==> config.mk <==
export PLATFORM = sky130hd
export DESIGN_NAME = bqc_mac
export DESIGN_NICKNAME = d
export VERILOG_FILES = /design/src/hw/rtl/bqc_pkg.sv /design/src/hw/rtl/bqc_mac.sv
export SDC_FILE = /design/constraint.sdc
export NUM_CORES = 2
export LEC_CHECK = 0
export BUFFER_PORTS_ARGS = -buffer_cell sky130_fd_sc_hd__buf_2
export CAP_MARGIN = 20
export CORE_MARGIN = 2
export CORE_UTILIZATION = 45
export CTS_CLUSTER_DIAMETER = 40
export DETAILED_ROUTE_END_ITERATION = 7
export PLACE_DENSITY = 0.65
export SLEW_MARGIN = 40
export SYNTH_ARGS = -nofsm -noshare
export SYNTH_HDL_FRONTEND = slang
export SYNTH_SLANG_ARGS = --single-unit
==> constraint.sdc <==
create_clock -name clk -period 10.8 [get_ports clk]
set_input_delay 1.62 -clock clk [delete_from_list [all_inputs] [get_ports clk]]
set_output_delay 1.62 -clock clk [all_outputs]
set_load 0.1 [all_outputs]
==> src/hw/rtl/bqc_pkg.sv <==
// Shared types and constants for the cascaded Q31 biquad filter.
// No dependencies; imported by bqc_mac and biquad_cascade_q31_df1_unit.
package bqc_pkg;

  localparam int DATA_W          = 32;
  localparam int CFG_W           = 4;
  localparam int IDX_W           = 6;
  localparam int COEFS_PER_STAGE = 5;
  localparam int HIST_PER_STAGE  = 4;
  localparam int IN_TDATA_W      = 72;

  localparam logic OP_SAMPLE = 1'b0;
  localparam logic OP_COEF   = 1'b1;

  typedef logic signed [DATA_W-1:0] data_t;

  typedef struct packed {
    logic mul_en;
    logic acc_en;
    logic acc_clr;
  } mac_ctl_t;

endpackage

==> src/hw/rtl/bqc_mac.sv <==
// Q31 multiply-accumulate unit: registered 32x32 product, rounded high-word accumulate.
// Depends on bqc_pkg.
module bqc_mac (
  input  logic               clk,
  input  bqc_pkg::mac_ctl_t  ctl,
  input  bqc_pkg::data_t     coef,
  input  bqc_pkg::data_t     opnd,
  output bqc_pkg::data_t     acc
);
  import bqc_pkg::*;

  logic signed [2*DATA_W-1:0] prod_r;
  logic signed [2*DATA_W-1:0] prod_nxt;
  data_t                      acc_r;
  data_t                      acc_nxt;
  logic [DATA_W-1:0]          base;
  logic [2*DATA_W-1:0]        sum;

  assign prod_nxt = coef * opnd;
  assign base     = ctl.acc_clr ? '0 : acc_r;
  assign sum      = {base, {DATA_W{1'b0}}} + prod_r
                    + {{DATA_W{1'b0}}, 1'b1, {(DATA_W-1){1'b0}}};
  assign acc_nxt  = sum[2*DATA_W-1:DATA_W];

  always_ff @(posedge clk) begin
    if (ctl.mul_en) begin
      prod_r <= prod_nxt;
    end
    if (ctl.acc_en) begin
      acc_r <= acc_nxt;
    end
  end

  assign acc = acc_r;

endmodule

==> results.py <==
metrics = {
    "sta": {
        "post-route-period-util": 0.910,
        "setup_violations": 0,
        "tightest_slew_ns": 0.927,
        "fmax_mhz": 102,
        "slew_violations": 0,
        "min_period_ns": 9.83,
        "rsz0062_at_grt": "false",
        "fin_worst_skew_ns": 0.00590,
        "slew_headroom": 0.382,
        "hold_violations": 0,
        "finalSetupTns_ns": 0,
    },
    "cells_and_area": {
        "seq_area_mm2": 0.00195,
        "area_delta_synth_final_pct": 4.72,
        "drive_above_1_share": 0.0422,
        "nets": 5333,
        "fillers": 8130,
        "stdcell_count": 5123,
        "multi_input_area_mm2": 0.0325,
        "layout_commonest_cell": "fa_1",
        "layout_common_cells": "1082 x fa_1, 968 x inv_1, 516 x and2_1",
    },
    "place": {
        "gp_congestion": 0.909,
        "io_buffer_count": 99,
        "dp_hpwl_mm": 79.6,
        "dpl.cell_count": 5105,
    },
    "floorplanning": {
        "core-area_mm2": 0.0853,
        "io_pins": 100,
        "num_rows": 107,
        "die_h_um": 298,
        "initial_core_util": 0.455,
        "fp.dieW_um": 298,
        "die_area_mm2": 0.0886,
    },
    "clock_tree": {
        "cts.hold.buffers_added": 0,
        "clockBufferDepth": 2,
        "clk_latency_ns": 0.33,
        "cts_inserted_buffers": 9,
        "cts_resized": 0,
        "clock_sinks": 65,
        "cts_tree": "yes",
        "clkTransAtPathRegs_ns": 0.06,
        "root_buffer": "clkbuf_16",
        "cts_setup_buffers": 0,
        "htreeDepth": 3,
    },
    "global_routing": {
        "gr-total-overflow": 0,
        "track_usage": 0.235,
        "grt_pass1_wl_mm": 162,
        "grt_max_degree": 34,
        "antenna_found_initial": 6,
        "grt_pass1_vias": 29832,
    },
    "synthesis": {
        "yosysTopAreaCell": "fa_1",
        "synth.distinct_cells": 59,
        "yosys-top-cells-area": "fa_1 56%, inv_1 9.4%, and2_1 8.3%",
        "postSynthCellCount": 4019,
        "synthesis.area_mm2": 0.0388,
        "syn_nets": 5380,
        "netlist.area_leader.share": 0.558,
        "synth_area_per_cell_um2": 9.66,
        "yosysSeqAreaShare": 0.0503,
        "ys_async_sr_fraction": 0,
        "ys.flop_type": "edfxtp_1",
        "synth-edff-count": 65,
        "ys_warn_count": 0,
        "ys_ff_latch": 65,
    },
    "worst_setup_path": {
        "cp_max_fo": 32,
        "setup.worst_path.end_class": "flip-flop",
        "worst-endpoint-arrival_ns": 9.92,
        "cp_data_required_time_ns": 10.88,
        "startpoint_type": "input port",
        "crit_type": "input port to flip-flop",
    },
    "detailed_routing": {
        "first_pass_iters": 8,
        "ant_nets": 0,
        "num_vias": 26421,
        "drtIter0Drc": 1431,
        "route.detailed.wl_per_inst_um": 19.1,
        "drt-total-wl_mm": 98.0,
        "drc": 0,
        "via_per_inst": 5.16,
    },
    "flow_run": {
        "drv_cap": 0,
    },
    "run_status": {
        "status": "complete, no violations",
    },
    "worst_hold_path": {
        "min_path_type": "flip-flop to flip-flop",
    },
}
-- critical path: stages --
cell and delay (ns):
buf_2 0.63, nand2_1 0.26, inv_1 0.15, fa_1 0.40, inv_1 0.24, fa_1 0.47, inv_1 0.22, fa_1 0.50
fa_1 0.86, inv_1 0.37, fa_1 0.57, inv_1 0.05, fa_1 0.53, inv_1 0.05, fa_1 0.47, inv_1 0.05
fa_1 0.44, ha_1 0.39, a21o_1 0.23, a21o_1 0.18, a21o_1 0.18, a21o_1 0.17, a21oi_1 0.14, o21ai_0 0.12
a21oi_1 0.16, o211ai_1 0.14, a21oi_1 0.20, xnor2_1 0.08
-- logic make-up (layout without fill, tap and decap cells) --
| family | Yosys count | count (layout) | synth area share |
|---|---|---|---|
| flip-flops | 65 | 65 | 0.0503 |
| XOR/XNOR | 75 | 75 | 0.0169 |
| AND/OR/NAND/NOR | 1204 | 1204 | 0.157 |
| other | 0 | 2 | 0 |
| AO/OA/AOI/OAI | 215 | 215 | 0.0367 |
| adder cells (fa/ha/maj) | 1293 | 1293 | 0.626 |
| buffers and inverters | 1167 | 1125 | 0.113 |
-- Yosys cell counts, drive strengths merged (12+ instances only) --
library cell  count
nand4            15
ha              211
o21a             12
xor2             18
nand2b           13
xnor2            57
edfxtp           65
and2            516
nor2             62
a21oi            73
o21ai            33
fa             1082
nor2b            40
o21bai           12
nand2           514
inv             968
a21o             36
clkbuf          195
-- final cells by class --
class	instances	share of cell area
Multi-Input combinational cell	2787	0.799
Inverter	969	0.0895
Sequential cell	65	0.0480
Tap cell	1144	0.0352
Timing Repair Buffer	140	0.0203
Clock buffer	10	0.00563
Clock inverter	6	0.00203
Antenna cell	2	0.000123
-- final timing paths --
path,start,end,slack (ns),cells after the start
max,opnd[5],prod_r[62],0.97,28
min,prod_r[63],acc[31],0.67,2
max reg2reg,acc[7],acc[29],7.25,11
min reg2reg,prod_r[63],acc[31],0.67,2
-- layer usage --
metal	GRT usage	part of all wire
met5	0	0.00013
met4	0.0694	0.033
met3	0.0439	0.070
met2	0.405	0.50
met1	0.301	0.40
-- flip-flops by register name (all words and copies together) (netlist names) --
| register | count |
|---|---|
| acc | 32 |
| prod_r | 33 |
-- through the flow --
| stage | hold WS [ns] | worst slack, ns | utilization | cell area [µm²] |
|---|---|---|---|---|
| floorplan | 0.632 | 1.75 | - | 38800 |
| CTS | 0.682 | 0.998 | 0.476 | 40600 |
| detailed placement | 0.664 | 0.659 | 0.473 | 40300 |
| global route | 0.717 | 0.450 | 0.477 | 40600 |
| finish | 0.673 | 0.968 | 0.477 | 40600 |
| global placement | 0.655 | 0.741 | 0.473 | 40300 |
Power is left out: the tool's default activity adds up to more than one toggle a clock period on the data nets, which glitch-free logic cannot reach.
