[src/hw/rtl/bqc_ram.sv]
// Generic simple dual-port RAM, one write and one registered read port.
// No dependencies.
module bqc_ram #(
  parameter int  WIDTH = 32,
  parameter int  DEPTH = 40,
  localparam int AW    = (DEPTH > 1) ? $clog2(DEPTH) : 1
) (
  input  logic             clk,
  input  logic             we,
  input  logic [AW-1:0]    waddr,
  input  logic [WIDTH-1:0] wdata,
  input  logic [AW-1:0]    raddr,
  output logic [WIDTH-1:0] rdata
);

  logic [WIDTH-1:0] mem [DEPTH];

  always_ff @(posedge clk) begin
    if (we) begin
      mem[waddr] <= wdata;
    end
    rdata <= mem[raddr];
  end

endmodule

[config.mk]
export PLATFORM = sky130hd
export DESIGN_NAME = bqc_ram
export DESIGN_NICKNAME = d
export VERILOG_FILES = /design/src/hw/rtl/bqc_ram.sv
export SDC_FILE = /design/constraint.sdc
export NUM_CORES = 1
export LEC_CHECK = 0
export BUFFER_PORTS_ARGS = -buffer_cell sky130_fd_sc_hd__buf_4
export CAP_MARGIN = 20
export CELL_PAD_IN_SITES_DETAIL_PLACEMENT = 1
export CELL_PAD_IN_SITES_GLOBAL_PLACEMENT = 1
export CORE_UTILIZATION = 30
export CTS_CLUSTER_SIZE = 25
export DETAILED_ROUTE_END_ITERATION = 12
export PLACE_DENSITY_LB_ADDON = 0.15
export REMOVE_ABC_BUFFERS = 1
export SYNTH_ARGS = -nofsm -noshare
export SYNTH_HDL_FRONTEND = slang
export SYNTH_SLANG_ARGS = --single-unit
[constraint.sdc]
create_clock -name clk -period 4 [get_ports clk]
set_input_delay 0.8 -clock clk [delete_from_list [all_inputs] [get_ports clk]]
set_output_delay 0.8 -clock clk [all_outputs]
set_load 0.02 [all_outputs]
==> results.tsv, run 1 <==
stage	metric	value	unit
global_route	total grt overflow	0	
final_layout	multi-input logic area	11000	um2
synthesis	leading area contributor after synthesis	edfxtp_1	
synthesis	Yosys reg bits	1312	
setup_path	Worst R2R Start	mem[4][19]	
synthesis	top-count cell post-synth	edfxtp_1	
clock_network	Max clock buf depth	3	
final_layout	Util after Layout	0.356	
setup_path	kind of start point of the critical path	input pin	
floorplan	Core ar.	167000	um2
synthesis	Post-synth ARST share	0	
drt	WL per Instance	30.5	um
run	maxcap violations	0	
floorplan	Die Area	170000	um2
power_and_ir_drop	Total Power	0.0298	W
setup_path	worst reg2reg setup slack	2.02	ns
power_and_ir_drop	pwr dens	501	nW/um2
synthesis	Avg Cell Area, Syn	19.8	um2
floorplan	boundary pin count	78	
synthesis	YS warnings	0	
placement	count of buffers from port buffering	77	
timing	Setup violations, final	0	
drt	Initial DRC Count	2159	
timing	Slew HR	0.243	
drt	DRC	0	
timing	RSZ-0062 raised after global routing	false	
power_and_ir_drop	Peak VDD IR	340	uV
floorplan	DIE HEIGHT	413	um
clock_network	setup bufs post-CTS	0	
clock_network	clock sink total	1312	
final_layout	synthesis-to-finish area growth	17.8	%
timing	actual slew at the worst max-slew pin	1.14	ns
setup_path	FF-to-FF path depth	5	
drt	drt total wl	156000	um
final_layout	FF+latch area	39100	um2
synthesis	Post-Syn Instances	2562	
setup_path	reg2reg end	rdata[19]	
synthesis	Cell Area, Synth	50600	um2
synthesis	Synth top area share	0.759	
synthesis	top post-synthesis cells by area	edfxtp_1 (76%), mux2i_1 (10%), mux4_2 (2.8%)	
drt	count of antenna-violating nets left after detailed routing	0	
timing	Setup Skew	0.0322	ns
setup_path	Critical Path Fanout Max	47	
timing	FMAX	361	MHz
worst_hold_path	hold path depth	1	
clock_network	clock slew at reported path FFs	0.06	ns
timing	final count of pins violating max slew	0	
timing	final setup margin	1.23	ns
timing	final cycle utilization of the critical path	0.692	
global_route	pin count of the biggest net entering global routing	52	
setup_path	Critical Path RT	4.62	ns
clock_network	# hold bufs at CTS	0	
power_and_ir_drop	leakage	20.0	nW
final_layout	Layout Nets	2837	
run_status	status	finished clean	
clock_network	CTS tree	done	
floorplan	row cnt	150	
drt	1st-pass router iterations	7	
global_route	vias in the first global route	27445	
synthesis	synth unique cells	33	
floorplan	Die W	413	um
clock_network	Num CTS Buffers	148	
timing	setup tns final	0	ns
placement	GP Congestion	0.754	
floorplan	starting density of the core	0.302	
clock_network	CTS resizes	0	
global_route	first-pass GRT wire length	217000	um
placement	Post-DP HPWL	89600	um
worst_hold_path	hold crit path type	input pin to flop	
timing	post-layout min period	2.77	ns
placement	Post-DP Area	55000	um2
final_layout	Fillers	16383	
synthesis	most common flop cell mapped by yosys	edfxtp_1	
placement	Setup WS pre-CTS	0.489	ns
clock_network	clock latency on the worst-skew pair	0.79	ns
setup_path	endpoint class of the critical path	flop	
worst_hold_path	Worst Hold End	mem[29][25]	
global_route	total global routing track utilization	0.183	
synthesis	commonest cells in the netlist	edfxtp_1 (1,280), mux2i_1 (512), a22oi_1 (128)	
final_layout	layout cells sized above 1	0.221	
worst_hold_path	Hold Crit Start	wdata[25]	
setup_path	CP Class	input pin to flop	
clock_network	Root Buffer	clkbuf_16	
timing	endpoints failing hold	0	
clock_network	htree depth	4	
synthesis	post-synthesis sequential area ratio	0.772	
synthesis	Post-synth EDFFs	1280	
drt	vias per cell	5.10	
final_layout	post-route cell area	59600	um2
setup_path	CP Data Arrival Time	3.39	ns
drt	via count	26108	
global_route	initial antenna violation count	4	
-- power breakdown --
group	leakage (nW)	switching (W)	internal, W
registers	11.8	0.0000656	0.0152
logic	5.97	0.00103	0.000569
clock network	2.27	0.00548	0.00748
total	20.0	0.00658	0.0233
-- placed cells by master, fill, tap and decap left out, types with 6 or more instances in the layout --
master / synthesis / final
a221oi_1: 37 / 37
clkbuf_8: 0 / 10
clkbuf_1: 62 / 38
buf_12: 1 / 34
a221oi_2: 27 / 27
bufinv_16: 0 / 6
nor2_4: 0 / 39
clkinv_2: 0 / 27
clkinv_1: 0 / 25
o22ai_1: 32 / 32
nand2_1: 39 / 38
mux2i_1: 512 / 512
mux2_2: 32 / 32
a22o_1: 64 / 64
clkbuf_16: 0 / 150
edfxtp_1: 1280 / 1280
buf_4: 25 / 199
mux4_2: 64 / 64
dfxtp_1: 32 / 32
inv_6: 0 / 7
o41ai_2: 32 / 32
a22oi_1: 128 / 128
a21oi_1: 64 / 64
-- per-layer routing --
layer  track usage  wire length, um  share of wire  vias to the layer above
met3        0.0322             7370          0.047                      172
met2         0.295            74100           0.47                      629
met1         0.255            71600           0.46                    14241
met5             0                0              0                        -
met4        0.0467             3040          0.019                        0
li1              -                -              -                    11066
-- state kept, by name, indices dropped and copies added (netlist names) --
signal and count:
rdata 32, mem 1280
-- how the worst max path moves through the flow --
stage          startpoint   endpoint  slack, ns  cells past startpoint
2_1_floorplan    raddr[1]  rdata[30]      -2.93                      5
3_3_place_gp     raddr[0]  rdata[19]       0.45                      8
3_5_place_dp     raddr[0]  rdata[19]       0.49                      8
4_1_cts          raddr[0]  rdata[19]       1.32                      8
5_1_grt          raddr[0]  rdata[19]       1.24                      8
6_report         raddr[0]  rdata[19]       1.23                      8
-- critical path, stage by stage --
cell      delay, ns
buf_8          0.32
buf_12         0.26
buf_12         0.36
mux2i_1        0.13
a22o_1         0.25
a221oi_1       0.35
o22ai_1        0.23
o41ai_2        0.60
-- through the flow --
stage	hold slack, ns	instances
3_5_place_dp	0.801	4845
3_3_place_gp	0.795	4845
4_1_cts	0.405	5113
2_1_floorplan	0.751	2407
5_1_grt	0.440	5113
6_report	0.458	5116
-- layout make-up --
type / instances / area share
clock inverter: 70 / 0.00938
multi-input combinational: 1095 / 0.184
tap: 2204 / 0.0463
timing repair buffer: 234 / 0.0367
sequential: 1312 / 0.655
antenna: 3 / 0.000126
clock buffer: 198 / 0.0677
-- cells by family (layout without fill, tap and decap cells) --
| kind of cell | Yosys count | in the layout | share of synthesized area |
|---|---|---|---|
| AOI/OAI and AO/OA | 384 | 384 | 0.0650 |
| buffers and inverters | 155 | 502 | 0.0173 |
| DFF | 1312 | 1312 | 0.772 |
| muxes | 608 | 608 | 0.137 |
| other | 0 | 3 | 0 |
| and+or+nand+nor | 103 | 103 | 0.00878 |
(Power assumes the default switching activity.)
==> inputs of run 2 (changes only) <==
==> constraint.sdc (replaced) <==
create_clock -name clk -period 2.8 [get_ports clk]
set_input_delay 0.56 -clock clk [delete_from_list [all_inputs] [get_ports clk]]
set_output_delay 0.56 -clock clk [all_outputs]
set_load 0.02 [all_outputs]
==> run 2 against run 1 <==
Against the previous run: core utilization is 0.47 points higher; combinational power rose by 44%; non-clock buffer count up 11; clock skew rose by 0.0072 ns; via count is 0.59% lower; die area stayed put; total power grew 44%; first-iteration DRC count down 27%; sequential cell count is the same; worst setup slack worse by 0.42 ns; largest cell class unchanged; largest power group unchanged.
==> results.tsv, run 2 (synthesized netlist as in run 1, its figures left out) <==
stage	metric	value	unit	change
setup_path	Critical-path top delay cell	dfxtp_1		
timing	post-layout min period	1.99	ns	
final_layout	multi-input logic area	11000	um2	unchanged
final_layout	max reg flops	1280		unchanged
setup_path	Worst path max stage delay	0.45	ns	-0.15 ns
final_layout	Regs by FF count	mem: 1280 flops, rdata: 32 flops		
final_layout	synthesis-to-finish area growth	19.3	%	
setup_path	endpoint class of the critical path	output pin		
drt	Initial DRC Count	1579		-27%
setup_path	FF-to-FF path depth	6		+1
drt	DRC	0		unchanged
clock_network	Root Buffer	clkbuf_16		
clock_network	Max clock buf depth	3		unchanged
drt	vias per cell	5.06		-0.92%
final_layout	non-filler cells, final	5133		+0.33%
placement	total placed cells including tap cells	4856		+0.23%
timing	final cycle utilization of the critical path	0.709		
floorplan	Core ar.	167000	um2	unchanged
global_route	first-pass GRT wire length	214000	um	-1.5%
final_layout	# diodes	0		-3
drt	WL per Instance	29.7	um	-2.7%
final_layout	most common cell after layout, fill and taps aside	edfxtp_1		
placement	Setup WS pre-CTS	0.00618	ns	-0.483 ns
power_and_ir_drop	pwr dens	713	nW/um2	+42%
global_route	pin count of the biggest net entering global routing	58		+12%
setup_path	CP Class	flop to output pin		
floorplan	Die Area	170000	um2	unchanged
run	maxcap violations	0		unchanged
placement	Post-DP HPWL	84800	um	-5.4%
clock_network	clock sink total	1312		unchanged
drt	count of antenna-violating nets left after detailed routing	0		unchanged
timing	endpoints failing hold	0		unchanged
floorplan	Die W	413	um	unchanged
clock_network	htree depth	4		unchanged
floorplan	row cnt	150		unchanged
timing	Setup Skew	0.0394	ns	+0.00718 ns
final_layout	most flop-heavy register	mem		
final_layout	Util after Layout	0.361		+0.00466
timing	actual slew at the worst max-slew pin	0.919	ns	-0.217 ns
clock_network	CTS tree	done		
floorplan	boundary pin count	78		unchanged
floorplan	starting density of the core	0.302		unchanged
drt	drt total wl	152000	um	-2.4%
setup_path	Worst R2R Start	mem[8][17]		
clock_network	CTS resizes	0		unchanged
placement	count of buffers from port buffering	77		unchanged
floorplan	DIE HEIGHT	413	um	unchanged
drt	via count	25953		-0.59%
setup_path	sum of buffers and inverters on the critical path	1		-2
global_route	total grt overflow	0		unchanged
power_and_ir_drop	leakage	20.3	nW	+1.2%
timing	FMAX	504	MHz	
setup_path	kind of start point of the critical path	flop		
power_and_ir_drop	Peak VDD IR	602	uV	+77%
clock_network	setup bufs post-CTS	0		unchanged
timing	RSZ-0062 raised after global routing	false		
setup_path	worst reg2reg setup slack	1.13	ns	-0.89 ns
worst_hold_path	hold path depth	1		unchanged
worst_hold_path	hold crit path type	input pin to flop		
setup_path	reg2reg end	rdata[17]		
run_status	status	finished clean		
clock_network	clock slew at reported path FFs	0.06	ns	about the same
setup_path	Critical Path Fanout Max	1		-98%
setup_path	crit-path leading delay family	flip-flops		
timing	setup tns final	0	ns	unchanged
timing	final setup margin	0.814	ns	-0.418 ns
final_layout	layout cells sized above 1	0.222		+0.000881
setup_path	crit path cell chain	buf_4		
timing	Slew HR	0.388		+0.145
worst_hold_path	Hold Crit Start	wdata[18]		
global_route	initial antenna violation count	2		-2
worst_hold_path	Worst Hold End	mem[36][18]		
global_route	vias in the first global route	27781		+1.2%
global_route	total global routing track utilization	0.179		-0.00372
clock_network	Num CTS Buffers	150		+1.4%
final_layout	FF+latch area	39100	um2	unchanged
timing	final count of pins violating max slew	0		unchanged
clock_network	clock latency on the worst-skew pair	0.79	ns	about the same
drt	1st-pass router iterations	5		-2
setup_path	Critical Path RT	2.24	ns	-2.38 ns
timing	Setup violations, final	0		unchanged
final_layout	Fillers	16398		+0.092%
placement	GP Congestion	0.729		-3.3%
final_layout	highest-count cells in the layout ignoring fill and taps	edfxtp_1 (1,280), mux2i_1 (512), buf_4 (166), clkbuf_16 (153), a22oi_1 (128)		
final_layout	Layout Nets	2850		+0.46%
clock_network	# hold bufs at CTS	0		unchanged
setup_path	CP Data Arrival Time	1.43	ns	-1.96 ns
run 2: area by class of cell:
class,count,share of cell area
well taps,2204,0.0457
flip-flops and latches,1312,0.647
clock buffers,212,0.0684
repair buffers,245,0.0467
clock inverters,65,0.0102
multi-input cells,1095,0.182
run 2: power by group:
part	leakage [nW]	internal, W	switching, W
combinational	6.17	0.000871	0.00144
sequential	11.8	0.0217	0.0000842
clock	2.31	0.0110	0.00793
run 2: how the worst max path moves through the flow:
stage               startpoint         to  slack, ns  cells past startpoint
floorplan             raddr[1]  rdata[30]      -3.89                      5
global placement      raddr[0]  rdata[26]       0.05                      8
detailed placement    raddr[0]  rdata[26]      0.006                      8
CTS                  rdata[22]  rdata[22]       0.72                      1
global route          rdata[6]   rdata[6]       0.75                      1
finish                rdata[6]   rdata[6]       0.81                      1
run 2: layer usage:
layer | track usage | share of wire | vias to the layer above | wire, um
met1 | 0.240 | 0.45 | 14224 | 69000
met4 | 0.0443 | 0.019 | 0 | 2830
li1 | - | - | 11094 | -
met5 | 0 | 0 | - | 0
met2 | 0.306 | 0.50 | 457 | 75800
met3 | 0.0250 | 0.031 | 178 | 4760
run 2: stage by stage:
step	total power (W)	instance area [um2]	hold WS, ns
final	0.0431	60400	0.211
after floorplan	0.0232	49700	0.659
after global routing	0.0444	60400	0.180
after global placement	0.0245	55600	0.786
after detailed placement	0.0246	55600	0.784
after CTS	0.0437	60400	0.127
